File: src/rtl/ced_pkg.sv
// ----------------------------------------------------------------------------
// ced_pkg
// Shared types and codes for the command event statistics block: event
// actions, command kinds, statistic indexes and sequencer states.
// ----------------------------------------------------------------------------
package ced_pkg;

  localparam int DATA_W = 64;
  localparam int ACT_W  = 3;
  localparam int KIND_W = 8;
  localparam int IDX_W  = 4;

  typedef logic [ACT_W-1:0]  action_t;
  typedef logic [KIND_W-1:0] kind_t;
  typedef logic [IDX_W-1:0]  stat_idx_t;

  // event actions
  localparam action_t ACT_SUBMIT  = 3'd0;
  localparam action_t ACT_COPY    = 3'd1;
  localparam action_t ACT_ALLOC   = 3'd2;
  localparam action_t ACT_WAIT    = 3'd3;
  localparam action_t ACT_ERROR   = 3'd4;
  localparam action_t ACT_TIMEOUT = 3'd5;
  localparam action_t ACT_READ    = 3'd6;
  localparam action_t ACT_CLEAR   = 3'd7;

  // submitted command kinds with a counter of their own
  localparam kind_t KIND_COPY    = 8'd1;
  localparam kind_t KIND_KERNEL  = 8'd2;
  localparam kind_t KIND_ALLOC   = 8'd3;
  localparam kind_t KIND_FREE    = 8'd4;
  localparam kind_t KIND_BARRIER = 8'd5;

  // statistic indexes, in dump order
  localparam stat_idx_t STAT_SUBMIT   = 4'd0;
  localparam stat_idx_t STAT_COPY     = 4'd1;
  localparam stat_idx_t STAT_KERNEL   = 4'd2;
  localparam stat_idx_t STAT_ALLOC    = 4'd3;
  localparam stat_idx_t STAT_FREE     = 4'd4;
  localparam stat_idx_t STAT_BARRIER  = 4'd5;
  localparam stat_idx_t STAT_COPIED   = 4'd6;
  localparam stat_idx_t STAT_ALLOCATED = 4'd7;
  localparam stat_idx_t STAT_WCOUNT   = 4'd8;
  localparam stat_idx_t STAT_WAVG     = 4'd9;
  localparam stat_idx_t STAT_WMIN     = 4'd10;
  localparam stat_idx_t STAT_WMAX     = 4'd11;
  localparam stat_idx_t STAT_ERROR    = 4'd12;
  localparam stat_idx_t STAT_TIMEOUT  = 4'd13;

  typedef enum logic [3:0] {
    ST_IDLE,
    ST_SUBMIT,
    ST_KIND,
    ST_ADD,
    ST_WMIN,
    ST_WMAX,
    ST_WSUM,
    ST_WCNT,
    ST_DIV,
    ST_READ
  } state_t;

endpackage

File: src/rtl/ced_div.sv
// ----------------------------------------------------------------------------
// ced_div
// Radix-2 restoring divider, one quotient bit per cycle. A zero divisor
// gives a zero quotient.
// ----------------------------------------------------------------------------
module ced_div #(
  parameter int W = 64
) (
  input  logic         clk,
  input  logic         rst_n,
  input  logic         start,
  input  logic [W-1:0] dividend,
  input  logic [W-1:0] divisor,
  output logic         done,
  output logic [W-1:0] quotient
);

  localparam int CNT_W = $clog2(W);

  logic             busy_r;
  logic             done_r;
  logic [CNT_W-1:0] cnt_r;
  logic [W-1:0]     rem_r;
  logic [W-1:0]     quo_r;
  logic [W-1:0]     dvs_r;
  logic             zero_r;

  logic [W:0]       shifted;
  logic [W+1:0]     diff;
  logic             borrow;

  // bring down the next dividend bit, which sits at the top of quo_r
  assign shifted = {rem_r, quo_r[W-1]};
  assign diff    = {1'b0, shifted} - {2'b00, dvs_r};
  assign borrow  = diff[W+1];

  always_ff @(posedge clk) begin
    if (!rst_n) begin
      busy_r <= 1'b0;
      done_r <= 1'b0;
      cnt_r  <= '0;
    end else begin
      done_r <= 1'b0;
      if (start) begin
        busy_r <= 1'b1;
        cnt_r  <= '0;
      end else if (busy_r) begin
        cnt_r <= cnt_r + 1'b1;
        if (cnt_r == CNT_W'(W - 1)) begin
          busy_r <= 1'b0;
          done_r <= 1'b1;
        end
      end
    end
  end

  always_ff @(posedge clk) begin
    if (start) begin
      rem_r  <= '0;
      quo_r  <= dividend;
      dvs_r  <= divisor;
      zero_r <= (divisor == '0);
    end else if (busy_r) begin
      rem_r <= borrow ? shifted[W-1:0] : diff[W-1:0];
      quo_r <= {quo_r[W-2:0], ~borrow};
    end
  end

  assign done     = done_r;
  assign quotient = zero_r ? '0 : quo_r;

endmodule

File: src/rtl/command_event_statistics_core.sv
// ----------------------------------------------------------------------------
// command_event_statistics_core
// Performance counters for a command stream: submit, per-kind, byte, wait
// time and error statistics, read back one at a time by index.
// ----------------------------------------------------------------------------
// One event word is taken at a time; in_stall stays high until the event has
// been worked through. All counter updates share one adder/comparator, one
// operation per cycle: a copy, alloc, error or timeout event takes an add
// step after acceptance, a submit a step for the total and then a step for
// the per-kind counter when its kind has one, a clear none, and a read its
// load step, held while the previous result still sits unclaimed in the
// output register. A wait sample takes ALU steps for min, max, sum and count,
// followed by the average division in a bit-serial divider. Counters are
// COUNTER_BITS wide and wrap; amounts are truncated to that width, and read
// values are zero-extended to 64 bits.
module command_event_statistics_core #(
  parameter int COUNTER_BITS = 64
) (
  input  logic                      clk,
  input  logic                      rst_n,
  input  logic                      in_valid,
  output logic                      in_stall,
  input  logic [ced_pkg::ACT_W-1:0]  in_action,
  input  logic [ced_pkg::KIND_W-1:0] in_command_type,
  input  logic [ced_pkg::DATA_W-1:0] in_amount,
  input  logic [ced_pkg::IDX_W-1:0]  in_stat_index,
  output logic                      out_valid,
  input  logic                      out_stall,
  output logic [ced_pkg::DATA_W-1:0] out_read_value,
  output logic [ced_pkg::IDX_W-1:0]  out_read_index
);

  localparam int CB = COUNTER_BITS;

  ced_pkg::state_t    state_r, state_nxt;

  // latched event word
  ced_pkg::action_t   act_r;
  ced_pkg::kind_t     kind_r;
  logic [CB-1:0]      amt_r;
  ced_pkg::stat_idx_t idx_r;

  logic [CB-1:0] submit_count_r;
  logic [CB-1:0] copy_count_r;
  logic [CB-1:0] kernel_count_r;
  logic [CB-1:0] alloc_count_r;
  logic [CB-1:0] free_count_r;
  logic [CB-1:0] barrier_count_r;
  logic [CB-1:0] copied_bytes_r;
  logic [CB-1:0] allocated_bytes_r;
  logic [CB-1:0] wait_count_r;
  logic [CB-1:0] wait_sum_r;
  logic [CB-1:0] wait_min_r;
  logic [CB-1:0] wait_max_r;
  logic [CB-1:0] wait_avg_r;
  logic [CB-1:0] error_count_r;
  logic [CB-1:0] timeout_count_r;

  logic                        out_valid_r;
  logic [ced_pkg::DATA_W-1:0]  out_value_r;
  ced_pkg::stat_idx_t          out_index_r;

  // shared unit
  logic [CB-1:0] alu_a, alu_b, alu_sum;
  logic [CB:0]   alu_diff;
  logic          alu_lt;

  logic          in_acc;
  logic          out_load;
  logic          div_done;
  logic [CB-1:0] div_quot;
  logic [CB-1:0] stat_sel;

  assign in_stall = (state_r != ced_pkg::ST_IDLE);
  assign in_acc   = in_valid && !in_stall;

  assign alu_sum  = alu_a + alu_b;
  assign alu_diff = {1'b0, alu_a} - {1'b0, alu_b};
  assign alu_lt   = alu_diff[CB];

  // next state
  always_comb begin
    state_nxt = state_r;
    case (state_r)
      ced_pkg::ST_IDLE: begin
        if (in_valid) begin
          case (in_action)
            ced_pkg::ACT_SUBMIT:  state_nxt = ced_pkg::ST_SUBMIT;
            ced_pkg::ACT_COPY,
            ced_pkg::ACT_ALLOC,
            ced_pkg::ACT_ERROR,
            ced_pkg::ACT_TIMEOUT: state_nxt = ced_pkg::ST_ADD;
            ced_pkg::ACT_WAIT:    state_nxt = ced_pkg::ST_WMIN;
            ced_pkg::ACT_READ:    state_nxt = ced_pkg::ST_READ;
            default:              state_nxt = ced_pkg::ST_IDLE;
          endcase
        end
      end
      ced_pkg::ST_SUBMIT: begin
        if (kind_r inside {[ced_pkg::KIND_COPY:ced_pkg::KIND_BARRIER]}) begin
          state_nxt = ced_pkg::ST_KIND;
        end else begin
          state_nxt = ced_pkg::ST_IDLE;
        end
      end
      ced_pkg::ST_KIND: state_nxt = ced_pkg::ST_IDLE;
      ced_pkg::ST_ADD:  state_nxt = ced_pkg::ST_IDLE;
      ced_pkg::ST_WMIN: state_nxt = ced_pkg::ST_WMAX;
      ced_pkg::ST_WMAX: state_nxt = ced_pkg::ST_WSUM;
      ced_pkg::ST_WSUM: state_nxt = ced_pkg::ST_WCNT;
      ced_pkg::ST_WCNT: state_nxt = ced_pkg::ST_DIV;
      ced_pkg::ST_DIV: begin
        if (div_done) state_nxt = ced_pkg::ST_IDLE;
      end
      ced_pkg::ST_READ: begin
        if (out_load) state_nxt = ced_pkg::ST_IDLE;
      end
      default: state_nxt = ced_pkg::ST_IDLE;
    endcase
  end

  // operand selection for the shared unit
  always_comb begin
    alu_a    = '0;
    alu_b    = CB'(1);
    out_load = 1'b0;
    case (state_r)
      ced_pkg::ST_SUBMIT: alu_a = submit_count_r;
      ced_pkg::ST_KIND: begin
        case (kind_r)
          ced_pkg::KIND_COPY:    alu_a = copy_count_r;
          ced_pkg::KIND_KERNEL:  alu_a = kernel_count_r;
          ced_pkg::KIND_ALLOC:   alu_a = alloc_count_r;
          ced_pkg::KIND_FREE:    alu_a = free_count_r;
          default:               alu_a = barrier_count_r;
        endcase
      end
      ced_pkg::ST_ADD: begin
        case (act_r)
          ced_pkg::ACT_COPY: begin
            alu_a = copied_bytes_r;
            alu_b = amt_r;
          end
          ced_pkg::ACT_ALLOC: begin
            alu_a = allocated_bytes_r;
            alu_b = amt_r;
          end
          ced_pkg::ACT_ERROR: alu_a = error_count_r;
          default:            alu_a = timeout_count_r;
        endcase
      end
      ced_pkg::ST_WMIN: begin
        alu_a = amt_r;
        alu_b = wait_min_r;
      end
      ced_pkg::ST_WMAX: begin
        alu_a = wait_max_r;
        alu_b = amt_r;
      end
      ced_pkg::ST_WSUM: begin
        alu_a = wait_sum_r;
        alu_b = amt_r;
      end
      ced_pkg::ST_WCNT: alu_a = wait_count_r;
      ced_pkg::ST_READ: out_load = !out_valid_r || !out_stall;
      default: ;
    endcase
  end

  always_comb begin
    case (idx_r)
      ced_pkg::STAT_SUBMIT:    stat_sel = submit_count_r;
      ced_pkg::STAT_COPY:      stat_sel = copy_count_r;
      ced_pkg::STAT_KERNEL:    stat_sel = kernel_count_r;
      ced_pkg::STAT_ALLOC:     stat_sel = alloc_count_r;
      ced_pkg::STAT_FREE:      stat_sel = free_count_r;
      ced_pkg::STAT_BARRIER:   stat_sel = barrier_count_r;
      ced_pkg::STAT_COPIED:    stat_sel = copied_bytes_r;
      ced_pkg::STAT_ALLOCATED: stat_sel = allocated_bytes_r;
      ced_pkg::STAT_WCOUNT:    stat_sel = wait_count_r;
      ced_pkg::STAT_WAVG:      stat_sel = wait_avg_r;
      ced_pkg::STAT_WMIN:      stat_sel = wait_min_r;
      ced_pkg::STAT_WMAX:      stat_sel = wait_max_r;
      ced_pkg::STAT_ERROR:     stat_sel = error_count_r;
      ced_pkg::STAT_TIMEOUT:   stat_sel = timeout_count_r;
      default:                 stat_sel = '0;
    endcase
  end

  // average = sum / count; sum is already updated when the count step runs
  ced_div #(
    .W (CB)
  ) u_div (
    .clk      (clk),
    .rst_n    (rst_n),
    .start    (state_r == ced_pkg::ST_WCNT),
    .dividend (wait_sum_r),
    .divisor  (alu_sum),
    .done     (div_done),
    .quotient (div_quot)
  );

  always_ff @(posedge clk) begin
    if (!rst_n) begin
      state_r <= ced_pkg::ST_IDLE;
    end else begin
      state_r <= state_nxt;
    end
  end

  always_ff @(posedge clk) begin
    if (in_acc) begin
      act_r  <= in_action;
      kind_r <= in_command_type;
      amt_r  <= in_amount[CB-1:0];
      idx_r  <= in_stat_index;
    end
  end

  always_ff @(posedge clk) begin
    if (!rst_n || (in_acc && in_action == ced_pkg::ACT_CLEAR)) begin
      submit_count_r    <= '0;
      copy_count_r      <= '0;
      kernel_count_r    <= '0;
      alloc_count_r     <= '0;
      free_count_r      <= '0;
      barrier_count_r   <= '0;
      copied_bytes_r    <= '0;
      allocated_bytes_r <= '0;
      wait_count_r      <= '0;
      wait_sum_r        <= '0;
      wait_min_r        <= '1;
      wait_max_r        <= '0;
      wait_avg_r        <= '0;
      error_count_r     <= '0;
      timeout_count_r   <= '0;
    end else begin
      case (state_r)
        ced_pkg::ST_SUBMIT: submit_count_r <= alu_sum;
        ced_pkg::ST_KIND: begin
          case (kind_r)
            ced_pkg::KIND_COPY:   copy_count_r    <= alu_sum;
            ced_pkg::KIND_KERNEL: kernel_count_r  <= alu_sum;
            ced_pkg::KIND_ALLOC:  alloc_count_r   <= alu_sum;
            ced_pkg::KIND_FREE:   free_count_r    <= alu_sum;
            default:              barrier_count_r <= alu_sum;
          endcase
        end
        ced_pkg::ST_ADD: begin
          case (act_r)
            ced_pkg::ACT_COPY:  copied_bytes_r    <= alu_sum;
            ced_pkg::ACT_ALLOC: allocated_bytes_r <= alu_sum;
            ced_pkg::ACT_ERROR: error_count_r     <= alu_sum;
            default:            timeout_count_r   <= alu_sum;
          endcase
        end
        ced_pkg::ST_WMIN: begin
          if (alu_lt) wait_min_r <= amt_r;
        end
        ced_pkg::ST_WMAX: begin
          if (alu_lt) wait_max_r <= amt_r;
        end
        ced_pkg::ST_WSUM: wait_sum_r   <= alu_sum;
        ced_pkg::ST_WCNT: wait_count_r <= alu_sum;
        ced_pkg::ST_DIV: begin
          if (div_done) wait_avg_r <= div_quot;
        end
        default: ;
      endcase
    end
  end

  // output word register
  always_ff @(posedge clk) begin
    if (!rst_n) begin
      out_valid_r <= 1'b0;
    end else if (out_load) begin
      out_valid_r <= 1'b1;
    end else if (!out_stall) begin
      out_valid_r <= 1'b0;
    end
  end

  always_ff @(posedge clk) begin
    if (out_load) begin
      out_value_r <= ced_pkg::DATA_W'(stat_sel);
      out_index_r <= idx_r;
    end
  end

  assign out_valid      = out_valid_r;
  assign out_read_value = out_value_r;
  assign out_read_index = out_index_r;

endmodule

File: config.mk
export PLATFORM = sky130hd
export DESIGN_NAME = command_event_statistics_core
export DESIGN_NICKNAME = d
export VERILOG_FILES = /design/src/rtl/ced_pkg.sv /design/src/rtl/ced_div.sv /design/src/rtl/command_event_statistics_core.sv
export SDC_FILE = /design/constraint.sdc
export NUM_CORES = 2
export LEC_CHECK = 0
export ABC_AREA = 0
export BUFFER_PORTS_ARGS = -buffer_cell sky130_fd_sc_hd__buf_2
export CAP_MARGIN = 25
export CORE_MARGIN = 10
export CORE_UTILIZATION = 35
export CTS_CLUSTER_DIAMETER = 150
export DETAILED_ROUTE_END_ITERATION = 12
export HOLD_SLACK_MARGIN = 0.15
export PLACE_DENSITY = 0.57
export SLEW_MARGIN = 20
export SYNTH_ARGS = -nofsm -noshare
export SYNTH_HDL_FRONTEND = slang
export SYNTH_SLANG_ARGS = --single-unit
File: constraint.sdc
create_clock -name clk -period 6.7 [get_ports clk]
set_clock_uncertainty 0.2 [all_clocks]
set_input_delay 0.335 -clock clk [delete_from_list [all_inputs] [get_ports clk]]
set_output_delay 0.335 -clock clk [all_outputs]
set_load 0.02 [all_outputs]
# After elaboration in Yosys (flattened, before gate mapping)

Cells that the tools add are included.

$add $sub $neg: 4
Magnitude comparators: 2
Equal/unequal tests: 41
Mux-type cells: 23
Bitwise operators: 5
Reductions and logical operators: 35

Operators with widths:

| kind               | count |
|---|---|
| $pmux 64 s14       | 1 |
| $pmux 64 s7        | 1 |
| $pmux 64 s3        | 2 |
| $mux 64            | 5 |
| $pmux 64 s4        | 1 |
| $sub 65x64->66     | 1 |
| $sub 64x64->65     | 1 |
| $add 64x64->64     | 1 |
| $logic_not 64->1   | 1 |
| $eq 4x3->1 const B | 8 |
| $eq 4x4->1 const B | 8 |
| $pmux 4 s8         | 1 |
| $reduce_and 2->1   | 12 |
| $eq 4x2->1 const B | 4 |
| $eq 8x2->1 const B | 2 |
| $pmux 4 s4         | 1 |
| $eq 3x3->1 const B | 5 |
| $mux 4             | 3 |
| $eq 3x2->1 const B | 3 |
| $eq 4x1->1 const B | 2 |
| $eq 8x1->1 const B | 1 |
| $eq 8x3->1 const B | 1 |
| $ge 8x1->1 const B | 1 |
| $le 8x3->1 const B | 1 |
| other kinds (19)   | 43 |

Bits in registers: 1313
Bits of input ports: 83
Output and inout port bits: 70
Logic and storage cells: 140

# Logic depth before layout (Yosys ltp)

Depth after elaboration: 6
Depth in mapped cells: 28
Depth with buffers taken out: 24

# Cells and area by module

From an unflattened synthesis, not the netlist that was laid out.

Cells, all modules: 7632
Area, all modules: 66386.2 um2

By module, submodules not included:

| module                        | times used | cells an instance | area an instance (um2) | seq. area each (um2) |
|---|---|---|---|---|
| command_event_statistics_core | 1          | 6303              | 53786.6                | 23732.8 |
| ced_div                       | 1          | 1329              | 12599.6                | 5315.1 |

# Worst setup path before layout

No wires, ideal clock.

Path kind: register -> register
Start point: reg act_r[1]
End point: reg u_div.dvs_r[63], data pin
Library setup time: 255 ps
Data arrival time: 5043 ps
Data required time: 6245 ps
Path slack: 1202 ps
Cell stages (with the launch flop): 21
Buffers on the path: 4
Period minus slack after synthesis: 5498 ps
Cells stage by stage: edfxtp_1 clkinv_1 or3_1 clkbuf_1 o31a_1 o21ai_1 clkbuf_1 a22oi_1 ha_1 buf_2 or4_4 nor4_2 nand2_1 a211oi_2 nor2_1 o31a_1 o21a_1 o31a_1 xnor2_2 buf_2 inv_1

Cells in the longest elaborated chain, start to end: 5
Elaborated cells between the ends (all ways): 9
Those cells by class: 1 x add/sub; 3 x eq/ne; 4 x mux; 1 x reduce/logical

RTL lines:

| element                                         | line                                 | RTL |
|---|---|---|
| from (decl)                                     | command_event_statistics_core.sv:38  | `ced_pkg::action_t act_r;` |
| from (signal assigned)                          | command_event_statistics_core.sv:213 | `act_r <= in_action;` |
| $eq 3x2->1 / $eq 3x1->1 (equally long branches) | command_event_statistics_core.sv:139 | `case (act_r)` |
| $reduce_or 2->1 (no line)                       | --                                   |  |
| $mux 64                                         | command_event_statistics_core.sv:139 |  |
| $pmux 64 s3                                     | command_event_statistics_core.sv:127 | `case (state_r)` |
| $add 64x64->64 (*)                              | command_event_statistics_core.sv:77  | `assign alu_sum = alu_a + alu_b;` |
| named net alu_sum[63]                           | command_event_statistics_core.sv:64  | `logic [CB-1:0] alu_a, alu_b, alu_sum;` |
| to (signal assigned)                            | ced_div.sv:61                        | `dvs_r <= divisor;` |
| to (decl)                                       | ced_div.sv:25                        | `logic [W-1:0] dvs_r;` |

The timed path passes the listed nets; every way through them passes the cells marked *.
A chain may end at the register's enable or synchronous reset.

# Worst setup path after layout

Start point: reg act_r[1]
End point: reg u_div.zero_r, data pin

Cells in the longest elaborated chain, start to end: 6
Elaborated cells between the ends (all ways): 10
Those cells by class: 1 x add/sub; 3 x eq/ne; 4 x mux; 2 x reduce/logical

RTL lines:

| element                                         | line                                 | RTL |
|---|---|---|
| $eq 3x2->1 / $eq 3x1->1 (equally long branches) | command_event_statistics_core.sv:139 |  |
| $reduce_or 2->1 (no line)                       | --                                   |  |
| $mux 64                                         | command_event_statistics_core.sv:139 |  |
| $pmux 64 s3                                     | command_event_statistics_core.sv:127 |  |
| $add 64x64->64 (*)                              | command_event_statistics_core.sv:77  |  |
| $logic_not 64->1 (*)                            | ced_div.sv:62                        | `zero_r <= (divisor == '0);` |
| to (signal assigned)                            | ced_div.sv:62                        |  |
| to (decl)                                       | ced_div.sv:26                        | `logic zero_r;` |

Every way passes the cells marked *; elsewhere a longest branch is shown, timed or not.

==> results.json <==
{
  "status": "complete, no violations",
  "routed_wirelength_um": 290000,
  "syn2layout_area_growth_pct": 17.5,
  "hp-class": "in -> reg",
  "p_leak_nw": 27.8,
  "critPathCaptureType": "register",
  "cap_violations": 0,
  "fmaxAchievable_mhz": 156,
  "dp.cells": 9883,
  "fin_tns_setup_ps": 0,
  "cp.required_ps": 7180,
  "clock_path_buffers": 3,
  "dpl.hpwl_um": 177000,
  "avgRoutedWirePerCell_um": 28.1,
  "arrival_ps": 6910,
  "synth_area_leader_cell": "dfxtp_1",
  "synth_edf_count": 276,
  "clk_pin_slew_ps": 70,
  "cts.htree.levels": 4,
  "grt_max_degree": 231,
  "floorplan.initialDensity_pct": 35.2,
  "antenna_found_initial": 9,
  "synth_cell_types": 80,
  "min_period_ps": 6430,
  "die_h_um": 452,
  "fp-row-count": 158,
  "fin_area_um2": 76600,
  "placed_area_um2": 69500,
  "power.total_mw": 19.9,
  "vdd_drop_max_uv": 276,
  "ys_ff_latch": 1313,
  "io_buffers": 152,
  "yosysWarningCount": 0,
  "die-area_um2": 204000,
  "synth_top_area_share_pct": 31.8,
  "drt_iter0_markers": 9354,
  "layout_commonest_cell": "nor2_1",
  "core_area_um2": 185000,
  "power.density_nw_per_um2": 259,
  "syn_avg_cell_area_um2": 8.49,
  "slew_viol_final": 0,
  "worst_pin_slew_ps": 1280,
  "final-setup-viol-count": 0,
  "postRouteAntennaNets": 0,
  "fin_crit_sh_pct": 96.0,
  "syn_nets": 7958,
  "finalWorstSetupSlack_ps": 271,
  "vias": 64100,
  "yosysSeqAreaShare_pct": 44.5,
  "most-common-layout-cells": "nor2_1 (1078), dfxtp_1 (1035), nand2_1 (778)",
  "drive_above_1_share_pct": 10.0,
  "io_pins": 153,
  "finalNetCount": 8006,
  "clk_latency_ps": 860,
  "track_usage_pct": 27.0,
  "clock-sinks": 1313,
  "crit_type": "reg -> reg",
  "hold_viol_final": 0,
  "drc": 0,
  "grt-ovfl-total": 0,
  "place_ws_ps": 181,
  "start_kind": "register",
  "postSynth.asyncResetShare_pct": 0,
  "synthTopCellsByArea": "dfxtp_1 (32%), edfxtp_1 (13%), a211oi_1 (7.7%)",
  "gp_congestion": 0.972,
  "worst-path-max-fanout": 25,
  "cts_tree": "yes",
  "vias_per_cell": 6.19,
  "cts_made_buffers": 149,
  "dr.pass1.iters": 11,
  "syn_area_um2": 65200,
  "relSlewSlack_pct": 14.5,
  "grt_first_pass_wirelength_um": 417000,
  "synthFlopType": "dfxtp_1",
  "whs_ps": 218,
  "syn_inst": 7681,
  "grt_pass1_vias": 60000,
  "root_buffer": "clkbuf_16",
  "final_util_pct": 41.3,
  "dieWidth_um": 452,
  "fin_cells": 10300
}
==> cells by family after synthesis <==
| group | share of synthesized area (%) |
|---|---|
| flip-flops | 44.5 |
| AND/OR/NAND/NOR | 15.8 |
| multiplexers | 0.109 |
| buffers and inverters | 5.69 |
| adder cells (fa/ha/maj) | 3.74 |
| XOR/XNOR | 1.69 |
| AO/OA/AOI/OAI | 28.5 |
==> metal layers <==
layer	wire (um)	vias up	global-route usage (%)
li1	-	28500	-
met3	34100	994	7.11
met5	63	-	0
met1	118000	30300	36.1
met2	121000	4276	39.9
met4	16800	8	13.6
==> critical path: stages, from the launching register on <==
cell and delay, ps:
edfxtp_1 390, clkinv_1 70, buf_4 570, nor3_2 160, buf_4 240, a222oi_1 390, nor2_1 70, or3_1 430
ha_1 330, nand2b_1 170, a221o_1 350, o21ai_0 260, buf_4 190, o21ai_2 130, a21oi_1 170, buf_4 160
a311oi_1 100, xnor2_1 390, and4_1 270, nand4_1 280, nor4_1 340, buf_4 170, nand4_1 170, nor4_2 250
==> layout make-up <==
| class | count | area [um2] |
|---|---|---|
| fill | 18500 | 109000 |
| multi-input combinational | 5386 | 32900 |
| sequential | 1313 | 29100 |
| timing repair buffer | 615 | 5400 |
| clock buffer | 192 | 4140 |
| tap | 2480 | 3100 |
| clock inverter | 88 | 1040 |
| inverter | 264 | 1000 |
| antenna | 8 | 20.0 |
==> cells in the mapped netlist (all sizes together), types with 27 or more instances <==
cell type  count
o21ai        323
o2111ai       70
a21o          45
a211oi       667
o31ai         27
nor3         109
a221oi       132
a22oi        427
dfxtp       1037
a222oi       129
o21bai        30
nand3         95
buf           66
nor2        1091
nand2        781
a22o          65
xor2          34
edfxtp       276
a221o         41
nor2b         38
clkbuf       652
ha           192
inv          261
nor4          27
a21oi        547
nor3b         68
xnor2         89
nand4         96
nand2b        28
==> final timing paths <==
check | startpoint | end | slack, ps | depth (start not counted)
setup / recovery | act_r[1] | u_div.zero_r | 270 | 23
hold / removal | in_action[2] | act_r[2] | 220 | 2
setup reg to reg | act_r[1] | u_div.zero_r | 270 | 23
hold reg to reg | timeout_count_r[23] | timeout_count_r[23] | 270 | 2
==> power by group <==
group | switching (mW) | total [mW] | internal [mW]
logic | 1.85 | 2.73 | 0.872
clock network | 3.73 | 8.67 | 4.94
registers | 0.211 | 8.49 | 8.28
total | 5.79 | 19.9 | 14.1
==> timing repair <==
item,4_1_cts,5_1_grt
resized for setup,0,22
setup buffers,0,12
endpoints found under the hold margin,204,0
hold buffers,159,0
endpoints found under the setup margin,0,117
(Power assumes the default switching activity.)
